**src/rtl/core/tclp_pkg.sv**
```systemverilog
// Package for the text command line parser: types, token tables and helpers.
`timescale 1ns / 1ps

package tclp_pkg;

    // Longest token that the position counter follows before it saturates
    localparam int MAX_TOKEN_LEN_DEF = 16;
    // Result queue depth (entries)
    localparam int FIFO_DEPTH = 8;

    // Special characters
    localparam logic [7:0] CH_LF     = 8'd10;
    localparam logic [7:0] CH_CR     = 8'd13;
    localparam logic [7:0] CH_SPACE  = 8'h20;
    localparam logic [7:0] CH_EQ     = 8'h3D;
    localparam logic [7:0] CH_QUOTE  = 8'h22;
    localparam logic [7:0] CH_BSLASH = 8'h5C;

    // Result kinds
    localparam logic [1:0] KIND_INSTR = 2'd0;
    localparam logic [1:0] KIND_WORD  = 2'd1;
    localparam logic [1:0] KIND_HEX   = 2'd2;
    localparam logic [1:0] KIND_EOL   = 2'd3;

    // End of line codes
    localparam logic [2:0] EOL_RECOG   = 3'd0;
    localparam logic [2:0] EOL_IGNORED = 3'd1;

    // Token tables, 16 characters each, first character in the top byte.
    // Padding past the token length is never compared.
    localparam logic [127:0] INSTR_TXT [2] = '{"set.information ", "set.status      "};
    localparam logic [3:0]   INSTR_LEN [2] = '{4'd15, 4'd10};
    localparam logic [127:0] NAME_TXT  [6] = '{"key             ", "of              ",
                                               "index           ", "pressed         ",
                                               "sounding        ", "value           "};
    localparam logic [3:0]   NAME_LEN  [6] = '{4'd3, 4'd2, 4'd5, 4'd7, 4'd8, 4'd5};
    localparam logic [127:0] WORD_TXT  [3] = '{"string          ", "string count    ",
                                               "position range  "};
    localparam logic [3:0]   WORD_LEN  [3] = '{4'd6, 4'd12, 4'd14};

    typedef enum logic [2:0] {
        PH_WAIT_INSTR,
        PH_INSTR,
        PH_WAIT_NAME,
        PH_NAME,
        PH_WAIT_EQ,
        PH_WAIT_QUOTE,
        PH_VALUE,
        PH_DROP
    } t_phase;

    typedef enum logic [1:0] {
        LS_ACTIVE,
        LS_RECOG,
        LS_IGNORED
    } t_line_status;

    typedef struct packed {
        logic [1:0]  kind;
        logic [2:0]  code;
        logic [31:0] value;
        logic        last;
    } t_result;

    // Up to two results written per character, first one in slot 0
    typedef struct packed {
        logic    v0;
        t_result d0;
        logic    v1;
        t_result d1;
    } t_push;

    // Character k of a table entry
    function automatic logic [7:0] tbl_char(input logic [127:0] s, input logic [3:0] k);
        logic [6:0] base;
        base = {~k, 3'b000};
        return s[base +: 8];
    endfunction

    // Index of the lowest set bit, zero when none
    function automatic logic [2:0] first_idx(input logic [5:0] m);
        logic [2:0] idx;
        idx = 3'd0;
        for (int i = 5; i >= 0; i--) begin
            if (m[i]) idx = 3'(i);
        end
        return idx;
    endfunction

endpackage

```
**src/rtl/core/tclp_if.sv**
```systemverilog
// Valid/ready channel interfaces for the parser input and result streams.
`timescale 1ns / 1ps

interface tclp_in_if;
    logic       valid;
    logic       ready;
    logic [7:0] char_in;
    modport source (output valid, output char_in, input ready);
    modport sink   (input valid, input char_in, output ready);
endinterface

interface tclp_out_if;
    logic        valid;
    logic        ready;
    logic [1:0]  kind;
    logic [2:0]  code;
    logic [31:0] value;
    logic        last;
    modport source (output valid, output kind, output code, output value, output last,
                    input ready);
    modport sink   (input valid, input kind, input code, input value, input last,
                    output ready);
endinterface

```
**src/rtl/core/tclp_parse.sv**
```systemverilog
// Per-character parse step: line state, token matching and result generation.
`timescale 1ns / 1ps

module tclp_parse
    import tclp_pkg::*;
#(
    parameter int MAX_TOKEN_LEN = MAX_TOKEN_LEN_DEF
) (
    input  logic       i_clk,
    input  logic       i_rst_n,
    input  logic       i_valid,
    input  logic [7:0] i_char,
    output t_push      o_push
);

    localparam int POS_W = $clog2(MAX_TOKEN_LEN + 1);
    localparam logic [POS_W-1:0] POS_MAX = POS_W'(MAX_TOKEN_LEN);

    t_phase           r_phase, n_phase;
    t_line_status     r_ls, n_ls;
    logic [1:0]       r_instr, n_instr;
    logic [5:0]       r_name, n_name;
    logic [2:0]       r_word, n_word;
    logic [POS_W-1:0] r_pos, n_pos;
    logic [31:0]      r_hex, n_hex;
    logic             r_hex_ok, n_hex_ok;
    logic             r_esc, n_esc;

    // Per-candidate match of this character and exact-length test
    logic [1:0] instr_hit, instr_exact;
    logic [5:0] name_hit, name_exact;
    logic [2:0] word_hit, word_exact;
    logic [3:0] pos_lo;

    assign pos_lo = r_pos[3:0];

    always_comb begin
        for (int i = 0; i < 2; i++) begin
            instr_hit[i] = (r_pos < POS_W'(INSTR_LEN[i])) &&
                           (tbl_char(INSTR_TXT[i], pos_lo) == i_char);
            instr_exact[i] = r_instr[i] && (r_pos == POS_W'(INSTR_LEN[i]));
        end
        for (int i = 0; i < 6; i++) begin
            name_hit[i] = (r_pos < POS_W'(NAME_LEN[i])) &&
                          (tbl_char(NAME_TXT[i], pos_lo) == i_char);
            name_exact[i] = r_name[i] && (r_pos == POS_W'(NAME_LEN[i]));
        end
        for (int i = 0; i < 3; i++) begin
            word_hit[i] = (r_pos < POS_W'(WORD_LEN[i])) &&
                          (tbl_char(WORD_TXT[i], pos_lo) == i_char);
            word_exact[i] = r_word[i] && (r_pos == POS_W'(WORD_LEN[i]));
        end
    end

    // Saturating position step
    logic [POS_W-1:0] pos_inc;
    assign pos_inc = (r_pos < POS_MAX) ? r_pos + 1'b1 : r_pos;

    // Hex digit decode
    logic       is_hex;
    logic [3:0] hex_digit;
    always_comb begin
        is_hex    = 1'b1;
        hex_digit = 4'd0;
        if (i_char >= "0" && i_char <= "9") begin
            hex_digit = 4'(i_char - "0");
        end else if (i_char >= "a" && i_char <= "f") begin
            hex_digit = 4'(i_char - "a" + 8'd10);
        end else if (i_char >= "A" && i_char <= "F") begin
            hex_digit = 4'(i_char - "A" + 8'd10);
        end else begin
            is_hex = 1'b0;
        end
    end

    // Result that closing the current value would give
    logic    close_v;
    t_result close_res;
    always_comb begin
        close_v   = 1'b0;
        close_res = '0;
        if (r_name[1:0] != 2'b00) begin
            close_v         = (word_exact != 3'b000);
            close_res.kind  = KIND_WORD;
            close_res.code  = first_idx(r_name);
            close_res.value = {29'd0, first_idx({3'b000, word_exact})};
        end else if (r_name != 6'd0) begin
            close_v         = 1'b1;
            close_res.kind  = KIND_HEX;
            close_res.code  = first_idx(r_name);
            close_res.value = r_hex;
        end
    end

    // Next state and results
    logic         is_end;
    logic         p_v;
    t_result      p_res;
    t_line_status ls_end;
    assign is_end = (i_char == CH_LF) || (i_char == CH_CR);

    always_comb begin
        n_phase  = r_phase;
        n_ls     = r_ls;
        n_instr  = r_instr;
        n_name   = r_name;
        n_word   = r_word;
        n_pos    = r_pos;
        n_hex    = r_hex;
        n_hex_ok = r_hex_ok;
        n_esc    = r_esc;
        p_v      = 1'b0;
        p_res    = '0;
        ls_end   = r_ls;
        o_push   = '0;

        if (i_valid && is_end) begin
            if (r_phase == PH_INSTR) begin
                if (instr_exact != 2'b00) begin
                    p_v        = 1'b1;
                    p_res.kind = KIND_INSTR;
                    p_res.code = first_idx({4'b0000, instr_exact});
                    ls_end     = LS_RECOG;
                end else begin
                    ls_end = LS_IGNORED;
                end
            end else if (r_phase == PH_VALUE) begin
                p_v   = close_v;
                p_res = close_res;
            end
            // Whole line state goes back to its start values
            n_phase  = PH_WAIT_INSTR;
            n_ls     = LS_ACTIVE;
            n_instr  = 2'b11;
            n_name   = 6'h3F;
            n_word   = 3'b111;
            n_pos    = '0;
            n_hex    = '0;
            n_hex_ok = 1'b1;
            n_esc    = 1'b0;
        end else if (i_valid) begin
            case (r_phase)
                PH_WAIT_INSTR, PH_INSTR: begin
                    if (i_char == CH_SPACE) begin
                        if (r_phase == PH_INSTR) begin
                            n_instr = instr_exact;
                            n_pos   = '0;
                            if (instr_exact != 2'b00) begin
                                p_v        = 1'b1;
                                p_res.kind = KIND_INSTR;
                                p_res.code = first_idx({4'b0000, instr_exact});
                                n_ls       = LS_RECOG;
                                n_phase    = PH_WAIT_NAME;
                            end else begin
                                n_ls    = LS_IGNORED;
                                n_phase = PH_DROP;
                            end
                        end
                    end else begin
                        n_phase = PH_INSTR;
                        n_instr = r_instr & instr_hit;
                        n_pos   = pos_inc;
                    end
                end
                PH_WAIT_NAME, PH_NAME: begin
                    if (i_char == CH_EQ) begin
                        n_name  = name_exact;
                        n_pos   = '0;
                        n_phase = PH_WAIT_QUOTE;
                    end else if (i_char == CH_SPACE) begin
                        if (r_phase == PH_NAME) begin
                            n_name  = name_exact;
                            n_pos   = '0;
                            n_phase = PH_WAIT_EQ;
                        end
                    end else begin
                        n_phase = PH_NAME;
                        n_name  = r_name & name_hit;
                        n_pos   = pos_inc;
                    end
                end
                PH_WAIT_EQ: begin
                    if (i_char != CH_SPACE) begin
                        n_phase = (i_char == CH_EQ) ? PH_WAIT_QUOTE : PH_DROP;
                    end
                end
                PH_WAIT_QUOTE: begin
                    if (i_char == CH_QUOTE) begin
                        n_phase  = PH_VALUE;
                        n_word   = 3'b111;
                        n_pos    = '0;
                        n_hex    = '0;
                        n_hex_ok = 1'b1;
                        n_esc    = 1'b0;
                    end else if (i_char != CH_SPACE) begin
                        n_phase = PH_DROP;
                    end
                end
                PH_VALUE: begin
                    if (!r_esc && i_char == CH_BSLASH) begin
                        n_esc = 1'b1;
                    end else if (!r_esc && i_char == CH_QUOTE) begin
                        p_v      = close_v;
                        p_res    = close_res;
                        n_name   = 6'h3F;
                        n_word   = 3'b111;
                        n_pos    = '0;
                        n_hex    = '0;
                        n_hex_ok = 1'b1;
                        n_esc    = 1'b0;
                        n_phase  = PH_WAIT_NAME;
                    end else begin
                        // ordinary or escaped character inside the value
                        n_esc  = 1'b0;
                        n_word = r_word & word_hit;
                        n_pos  = pos_inc;
                        if (r_hex_ok) begin
                            if (is_hex) n_hex = {r_hex[27:0], hex_digit};
                            else        n_hex_ok = 1'b0;
                        end
                    end
                end
                default: begin
                end
            endcase
        end

        // Pack results: optional token result, then end of line
        if (i_valid && is_end) begin
            if (p_v) begin
                o_push.v0      = 1'b1;
                o_push.d0      = p_res;
                o_push.d0.last = 1'b0;
                o_push.v1      = 1'b1;
                o_push.d1.kind = KIND_EOL;
                o_push.d1.code = (ls_end == LS_RECOG) ? EOL_RECOG : EOL_IGNORED;
                o_push.d1.last = 1'b1;
            end else begin
                o_push.v0      = 1'b1;
                o_push.d0.kind = KIND_EOL;
                o_push.d0.code = (ls_end == LS_RECOG) ? EOL_RECOG : EOL_IGNORED;
                o_push.d0.last = 1'b1;
            end
        end else if (p_v) begin
            o_push.v0      = 1'b1;
            o_push.d0      = p_res;
            o_push.d0.last = 1'b1;
        end
    end

    // State registers
    always_ff @(posedge i_clk) begin
        if (!i_rst_n) begin
            r_phase  <= PH_WAIT_INSTR;
            r_ls     <= LS_ACTIVE;
            r_instr  <= 2'b11;
            r_name   <= 6'h3F;
            r_word   <= 3'b111;
            r_pos    <= '0;
            r_hex    <= '0;
            r_hex_ok <= 1'b1;
            r_esc    <= 1'b0;
        end else begin
            r_phase  <= n_phase;
            r_ls     <= n_ls;
            r_instr  <= n_instr;
            r_name   <= n_name;
            r_word   <= n_word;
            r_pos    <= n_pos;
            r_hex    <= n_hex;
            r_hex_ok <= n_hex_ok;
            r_esc    <= n_esc;
        end
    end

endmodule

```
**src/rtl/core/tclp_fifo.sv**
```systemverilog
// Result queue: takes up to two items per cycle, delivers one per cycle while i_pop is high.
`timescale 1ns / 1ps

module tclp_fifo
    import tclp_pkg::*;
(
    input  logic                            i_clk,
    input  logic                            i_rst_n,
    input  t_push                           i_push,
    input  logic                            i_pop,
    output logic                            o_valid,
    output t_result                         o_data,
    output logic [$clog2(FIFO_DEPTH+1)-1:0] o_count
);

    localparam int PTR_W = $clog2(FIFO_DEPTH);
    localparam int CNT_W = $clog2(FIFO_DEPTH + 1);

    t_result          r_mem [FIFO_DEPTH];
    logic [PTR_W-1:0] r_wr_ptr, r_rd_ptr;
    logic [CNT_W-1:0] r_cnt;
    logic             do_pop;
    logic [1:0]       n_push;
    logic [PTR_W-1:0] wr_ptr1;

    assign o_valid = (r_cnt != '0);
    assign o_data  = r_mem[r_rd_ptr];
    assign o_count = r_cnt;
    assign do_pop  = i_pop && o_valid;
    assign n_push  = {1'b0, i_push.v0} + {1'b0, i_push.v1};
    assign wr_ptr1 = r_wr_ptr + 1'b1;

    // Storage writes
    always_ff @(posedge i_clk) begin
        if (i_push.v0) r_mem[r_wr_ptr] <= i_push.d0;
        if (i_push.v1) r_mem[wr_ptr1]  <= i_push.d1;
    end

    // Pointers and fill count
    always_ff @(posedge i_clk) begin
        if (!i_rst_n) begin
            r_wr_ptr <= '0;
            r_rd_ptr <= '0;
            r_cnt    <= '0;
        end else begin
            r_wr_ptr <= r_wr_ptr + PTR_W'(n_push);
            if (do_pop) r_rd_ptr <= r_rd_ptr + 1'b1;
            r_cnt <= r_cnt + CNT_W'(n_push) - CNT_W'(do_pop);
        end
    end

endmodule

```
**src/rtl/core/text_command_line_parser.sv**
```systemverilog
// Top level of the text command line parser.
`timescale 1ns / 1ps

// Takes one received byte per item on i_in and reports instructions, parameters
// and line ends on o_out. An accepted byte is held in an input register and
// parsed in the next cycle, which writes up to two results for it into an
// eight-entry result queue; one byte can be accepted every cycle while the
// queue has room for two more results beyond those already on their way.
// Results leave the queue at one per cycle while o_out.ready is high, so a byte
// that yields two results (a line end that also closes a token) delivers them
// one after the other.
module text_command_line_parser
    import tclp_pkg::*;
#(
    parameter int MAX_TOKEN_LEN = MAX_TOKEN_LEN_DEF
) (
    input  logic              i_clk,
    input  logic              i_rst_n,
    tclp_in_if.sink           i_in,
    tclp_out_if.source        o_out
);

    localparam int CNT_W = $clog2(FIFO_DEPTH + 1);

    logic             r_in_valid;
    logic [7:0]       r_in_char;
    t_push            push;
    t_result          head;
    logic [CNT_W-1:0] fifo_cnt;
    logic [CNT_W:0]   committed;
    logic             in_ready;

    // Room check: queued results plus two for the registered byte and two for a new one
    assign committed = {1'b0, fifo_cnt} + (r_in_valid ? (CNT_W+1)'(2) : '0);
    assign in_ready  = (committed <= (CNT_W+1)'(FIFO_DEPTH - 2));
    assign i_in.ready = in_ready;

    // Input register
    always_ff @(posedge i_clk) begin
        if (!i_rst_n) begin
            r_in_valid <= 1'b0;
        end else begin
            r_in_valid <= i_in.valid && in_ready;
        end
    end

    always_ff @(posedge i_clk) begin
        if (i_in.valid && in_ready) r_in_char <= i_in.char_in;
    end

    tclp_parse #(
        .MAX_TOKEN_LEN (MAX_TOKEN_LEN)
    ) u_parse (
        .i_clk   (i_clk),
        .i_rst_n (i_rst_n),
        .i_valid (r_in_valid),
        .i_char  (r_in_char),
        .o_push  (push)
    );

    tclp_fifo u_fifo (
        .i_clk   (i_clk),
        .i_rst_n (i_rst_n),
        .i_push  (push),
        .i_pop   (o_out.ready),
        .o_valid (o_out.valid),
        .o_data  (head),
        .o_count (fifo_cnt)
    );

    assign o_out.kind  = head.kind;
    assign o_out.code  = head.code;
    assign o_out.value = head.value;
    assign o_out.last  = head.last;

endmodule
```
**src/flat_wrapper.sv**
```systemverilog
// flat-port wrapper written by rule: the top's interface ports become plain ports
module text_command_line_parser_flat import tclp_pkg::*;
#(
    parameter int MAX_TOKEN_LEN = MAX_TOKEN_LEN_DEF
)
  (i_clk, i_rst_n, i_in_valid, i_in_char_in, i_in_ready, o_out_valid, o_out_kind, o_out_code, o_out_value, o_out_last, o_out_ready);
  tclp_in_if i_in_i ();
  tclp_out_if o_out_i ();
  input  logic i_clk;
  input  logic i_rst_n;
  input wire logic [$bits(i_in_i.valid)-1:0] i_in_valid;
  input wire logic [$bits(i_in_i.char_in)-1:0] i_in_char_in;
  output wire logic [$bits(i_in_i.ready)-1:0] i_in_ready;
  output wire logic [$bits(o_out_i.valid)-1:0] o_out_valid;
  output wire logic [$bits(o_out_i.kind)-1:0] o_out_kind;
  output wire logic [$bits(o_out_i.code)-1:0] o_out_code;
  output wire logic [$bits(o_out_i.value)-1:0] o_out_value;
  output wire logic [$bits(o_out_i.last)-1:0] o_out_last;
  input wire logic [$bits(o_out_i.ready)-1:0] o_out_ready;
  assign i_in_i.valid = i_in_valid;
  assign i_in_i.char_in = i_in_char_in;
  assign i_in_ready = i_in_i.ready;
  assign o_out_valid = o_out_i.valid;
  assign o_out_kind = o_out_i.kind;
  assign o_out_code = o_out_i.code;
  assign o_out_value = o_out_i.value;
  assign o_out_last = o_out_i.last;
  assign o_out_i.ready = o_out_ready;
  text_command_line_parser #(.MAX_TOKEN_LEN(MAX_TOKEN_LEN)) u_core (.i_clk(i_clk), .i_rst_n(i_rst_n), .i_in(i_in_i), .o_out(o_out_i));
endmodule
```
**config.mk**
```make
export PLATFORM = sky130hd
export DESIGN_NAME = text_command_line_parser_flat
export DESIGN_NICKNAME = d
export VERILOG_FILES = /design/src/rtl/core/tclp_pkg.sv /design/src/rtl/core/tclp_if.sv /design/src/rtl/core/tclp_parse.sv /design/src/rtl/core/tclp_fifo.sv /design/src/rtl/core/text_command_line_parser.sv /design/src/flat_wrapper.sv
export SDC_FILE = /design/constraint.sdc
export NUM_CORES = 1
export LEC_CHECK = 0
export ABC_AREA = 1
export BUFFER_PORTS_ARGS = -buffer_cell sky130_fd_sc_hd__buf_2
export CORE_MARGIN = 1
export CORE_UTILIZATION = 55
export CTS_BUF_LIST = sky130_fd_sc_hd__clkbuf_16
export CTS_CLUSTER_DIAMETER = 60
export DETAILED_ROUTE_END_ITERATION = 10
export PLACE_DENSITY = 0.74
export SYNTH_ARGS = -nofsm -noshare
export SYNTH_HDL_FRONTEND = slang
export SYNTH_SLANG_ARGS = --single-unit
```
**constraint.sdc**
```tcl
create_clock -name i_clk -period 3.6 [get_ports i_clk]
set_input_delay 0.36 -clock i_clk [delete_from_list [all_inputs] [get_ports i_clk]]
set_output_delay 0.36 -clock i_clk [all_outputs]
set_load 0.02 [all_outputs]
```
==> flow_summary.yaml <==
status:
  outcome: "finished clean"
finish:
  final_layout_size_suffix_gt1_share_pct: 12.6
  n_fill_cell: 2974
  combined_area_of_the_multi_input_logic_cells_sq_mm: 0.00908
  nNetsFinal: 2491
  fin_cells: 2923
  syn2layout_area_growth_pct: 10.2
  register_area_sq_mm: 0.00804
  antenna_cells: 0
  final_cell_area_sq_mm: 0.0208
power_and_ir_drop:
  combPwrFrac_pct: 26.1
  power.share.switching_pct: 34.1
  ir_drop_v: 0.000519
  net_switching_power_of_the_design_mw: 3.88
  clock_power_share_pct: 34.6
  cellPowerDensity_mw_per_mm2: 547
  p_int_mw: 7.48
  p_leak_nw: 9.25
  power.sequential.fraction_pct: 39.3
placed_design:
  numPortBuffers: 51
  gpl.final_weighted_congestion: 0.995
  placed_area_sq_mm: 0.0194
  placed_cells: 2838
  detailedPlacementHpwl_microns: 35000
sta:
  transition_time_at_the_pin_with_the_least_slew_margin_ns: 0.896
  final.period_utilization_pct: 91.5
  final-setup-viol-count: 0
  relative_slew_slack_pct: 40.2
  final.min_clock_period_ns: 3.29
  rsz0062_at_grt: "no"
  max_slew_violation_count: 0
  hold_violations: 0
  fmax_ghz: 0.304
  setup-tns-final_ns: 0
  clock-skew-final_ns: 0.0160
setup_path:
  worst-endpoint-required_ns: 4.07
  path_class: "reg -> reg"
  crit_family: "simple AND/OR/NAND/NOR gates"
  worstSetupStartpointType: "register"
  cp_data_arrival_time_ns: 3.76
  critical_path.n_buffers_inverters: 6
  ff2ff_setup_slack_ns: 0.31
  worst_path_cell_chain: "inv_1 > nand3_1 > nor2_1 > nor2_1 > nand2_1 > nand3_1 > nand2_1 > nand2_1 > nand2_4 > nand2_1 > inv_1 > ha_1 > inv_1 > nor2_1 > inv_1 > nor2_1 > inv_1 > buf_4 > nand3_1 > o21ai_0"
  critical-path-max-stage-delay_ns: 0.62
  setup.worst_path.end_class: "register"
  cpMostUsedCell: "sky130_fd_sc_hd__inv_1"
  cpMaxStageDelayCell: "sky130_fd_sc_hd__dfxtp_1"
  path_max_fanout: 34
logic_synthesis:
  synth.top_cells.by_area: "sky130_fd_sc_hd__dfxtp_1, sky130_fd_sc_hd__o21ai_0, sky130_fd_sc_hd__edfxtp_1, sky130_fd_sc_hd__nand3_1, sky130_fd_sc_hd__nand2_1"
  yosysWarnings: 0
  synth-seq-area-share_pct: 42.6
  ys_ff_latch: 381
  post_synth.cell_area_avg_sq_um: 7.71
  synth_enable_flop_cells: 40
  yosys_most_used_dff: "sky130_fd_sc_hd__dfxtp_1"
  synth.net_count: 2488
  yosys.cell_count.top_type: "sky130_fd_sc_hd__dfxtp_1"
  synth.largest_area_cell: "sky130_fd_sc_hd__dfxtp_1"
  synthTopCellsByCount: "sky130_fd_sc_hd__dfxtp_1, sky130_fd_sc_hd__nand2_1, sky130_fd_sc_hd__o21ai_0"
  yosysUniqueCellTypes: 56
  share_of_synthesized_registers_carrying_an_async_set_or_reset_pct: 0
  synth.top_cell.area_share_pct: 36.3
  synthesis.instances: 2440
  synth_area_sq_mm: 0.0188
detailed_routing:
  route.detailed.wl_per_inst_microns: 19.3
  routed-via-count: 17641
  drt_pass1_iterations: 6
  drcViolationCount: 0
  wirelength_microns: 56600
  number_of_drc_markers_after_the_initial_detailed_route_iteration: 1858
  avgViaCountPerCell: 6.04
  ant_nets: 0
grt:
  grt_pass1_vias: 17143
  antenna_violations_before_repair: 0
  grt_start_max_net_pins: 184
  grt_first_pass_wirelength_microns: 90700
  grt.total_usage_pct: 32.0
  grt-ovfl-total: 0
cts:
  ctsLongestPathBuffers: 3
  cts_made_buffers: 41
  clk_pin_slew_ns: 0.06
  cts_root_buffer: "sky130_fd_sc_hd__clkbuf_16"
  h-tree-depth: 2
  insertion_delay_ns: 0.56
  tritoncts_clock_tree: "done"
  clock_sink_count: 381
floorplanning:
  initial_utilization_pct: 56.0
  std_cell_rows: 67
  die_w_microns: 187
  chipHeight_microns: 187
  design.portCount: 52
  total_die_area_sq_mm: 0.0350
  std_cell_core_area_sq_mm: 0.0336
run:
  max_cap_check_violation_count: 0
hold_path:
  hold_crit_path_type: "in -> reg"
-- worst min-delay path: stages --
cell and delay [ns]:
sky130_fd_sc_hd__buf_2 0.09, sky130_fd_sc_hd__inv_1 0.06, sky130_fd_sc_hd__nor4_1 0.05
-- worst paths after layout --
| kind | to | depth (start not counted) | from |
|---|---|---|---|
| min reg2reg | u_core.u_parse.r_instr[0] | 2 | u_core.u_parse.r_instr[0] |
| max | u_core.u_fifo.r_mem[7][2] | 20 | u_core.u_parse.r_pos[4] |
| min | u_core.r_in_valid | 3 | i_in_valid |
| max reg2reg | u_core.u_fifo.r_mem[7][2] | 20 | u_core.u_parse.r_pos[4] |
-- power by group through the flow --
stage / registers, mW / logic, mW / clock network (mW)
3_3_place_gp: 4.55 / 2.87 / 0
3_5_place_dp: 4.55 / 2.89 / 0
4_1_cts: 4.46 / 2.91 / 3.99
5_1_grt: 4.47 / 3.25 / 4.16
2_1_floorplan: 4.51 / 2.01 / 0
6_report: 4.46 / 2.97 / 3.93
-- cells by family (layout without fill, tap and decap cells) --
group           count (synthesis)  after routing  synth area share (%)
compound gates                744            744                  22.7
xor+xnor                       37             37                  1.72
fa+ha+maj                      36             36                  2.47
buf+inv                       389            424                  9.13
flops                         381            381                  42.6
simple gates                  853            853                  21.3
-- metrics by stage --
stage / utilization, % / hold slack [ns] / setup slack [ns] / total power, mW
final: 61.7 / 0.0428 / 0.308 / 11.4
after global routing: 61.7 / 0.0399 / 0.0342 / 11.9
after CTS: 61.7 / 0.0306 / 0.339 / 11.4
after detailed placement: 57.7 / 0.437 / 0.374 / 7.44
after global placement: 57.7 / 0.433 / 0.426 / 7.42
after floorplan: - / 0.412 / 0.202 / 6.52
-- flip-flops by register name (all words and copies together) (netlist names), named ones only --
| signal | cells |
|---|---|
| u_core.r_in_char | 8 |
| u_core.r_in_valid | 1 |
| u_core.u_fifo.o_count | 4 |
| u_core.u_fifo.r_mem | 304 |
| u_core.u_fifo.r_rd_ptr | 3 |
| u_core.u_fifo.r_wr_ptr | 3 |
| u_core.u_parse.r_esc | 1 |
| u_core.u_parse.r_hex | 32 |
| u_core.u_parse.r_hex_ok | 1 |
| u_core.u_parse.r_instr | 2 |
| u_core.u_parse.r_ls | 2 |
| u_core.u_parse.r_name | 6 |
| u_core.u_parse.r_phase | 3 |
| u_core.u_parse.r_pos | 5 |
| u_core.u_parse.r_word | 3 |
-- final cells by class --
cell class / count / area share [%]
tap: 448 / 2.70
inverter: 223 / 4.08
timing repair buffer: 126 / 4.64
sequential: 381 / 38.7
clock inverter: 34 / 1.13
multi-input combinational: 1670 / 43.8
clock buffer: 41 / 4.94
-- layer usage --
| layer | wire length, microns | vias to the layer above | global-route usage [%] |
|---|---|---|---|
| met3 | 5100 | 104 | 5.83 |
| met4 | 1330 | 0 | 10.7 |
| met5 | 0 | - | 0 |
| li1 | - | 8362 | - |
| met2 | 26300 | 844 | 52.6 |
| met1 | 23800 | 8331 | 42.5 |
-- timing repair --
action	4_1_cts	5_1_grt
hold buffers	8	0
gates resized for setup	0	2
endpoints found under the setup margin	0	2
setup buffers	0	2
endpoints found under the hold margin	8	0
-- placed cells by master, fill, tap and decap left out, types with 51 or more instances in the layout --
cell	Yosys	layout
sky130_fd_sc_hd__nand2_1	271	271
sky130_fd_sc_hd__buf_4	13	57
sky130_fd_sc_hd__o22ai_1	61	61
sky130_fd_sc_hd__inv_1	202	206
sky130_fd_sc_hd__o21ai_0	256	256
sky130_fd_sc_hd__nor2_1	236	235
sky130_fd_sc_hd__dfxtp_1	341	338
sky130_fd_sc_hd__buf_2	30	51
sky130_fd_sc_hd__nand3_1	225	225
sky130_fd_sc_hd__o21ai_1	158	158
sky130_fd_sc_hd__a21oi_1	159	159
No activity file was read; power rests on OpenSTA's default activity.
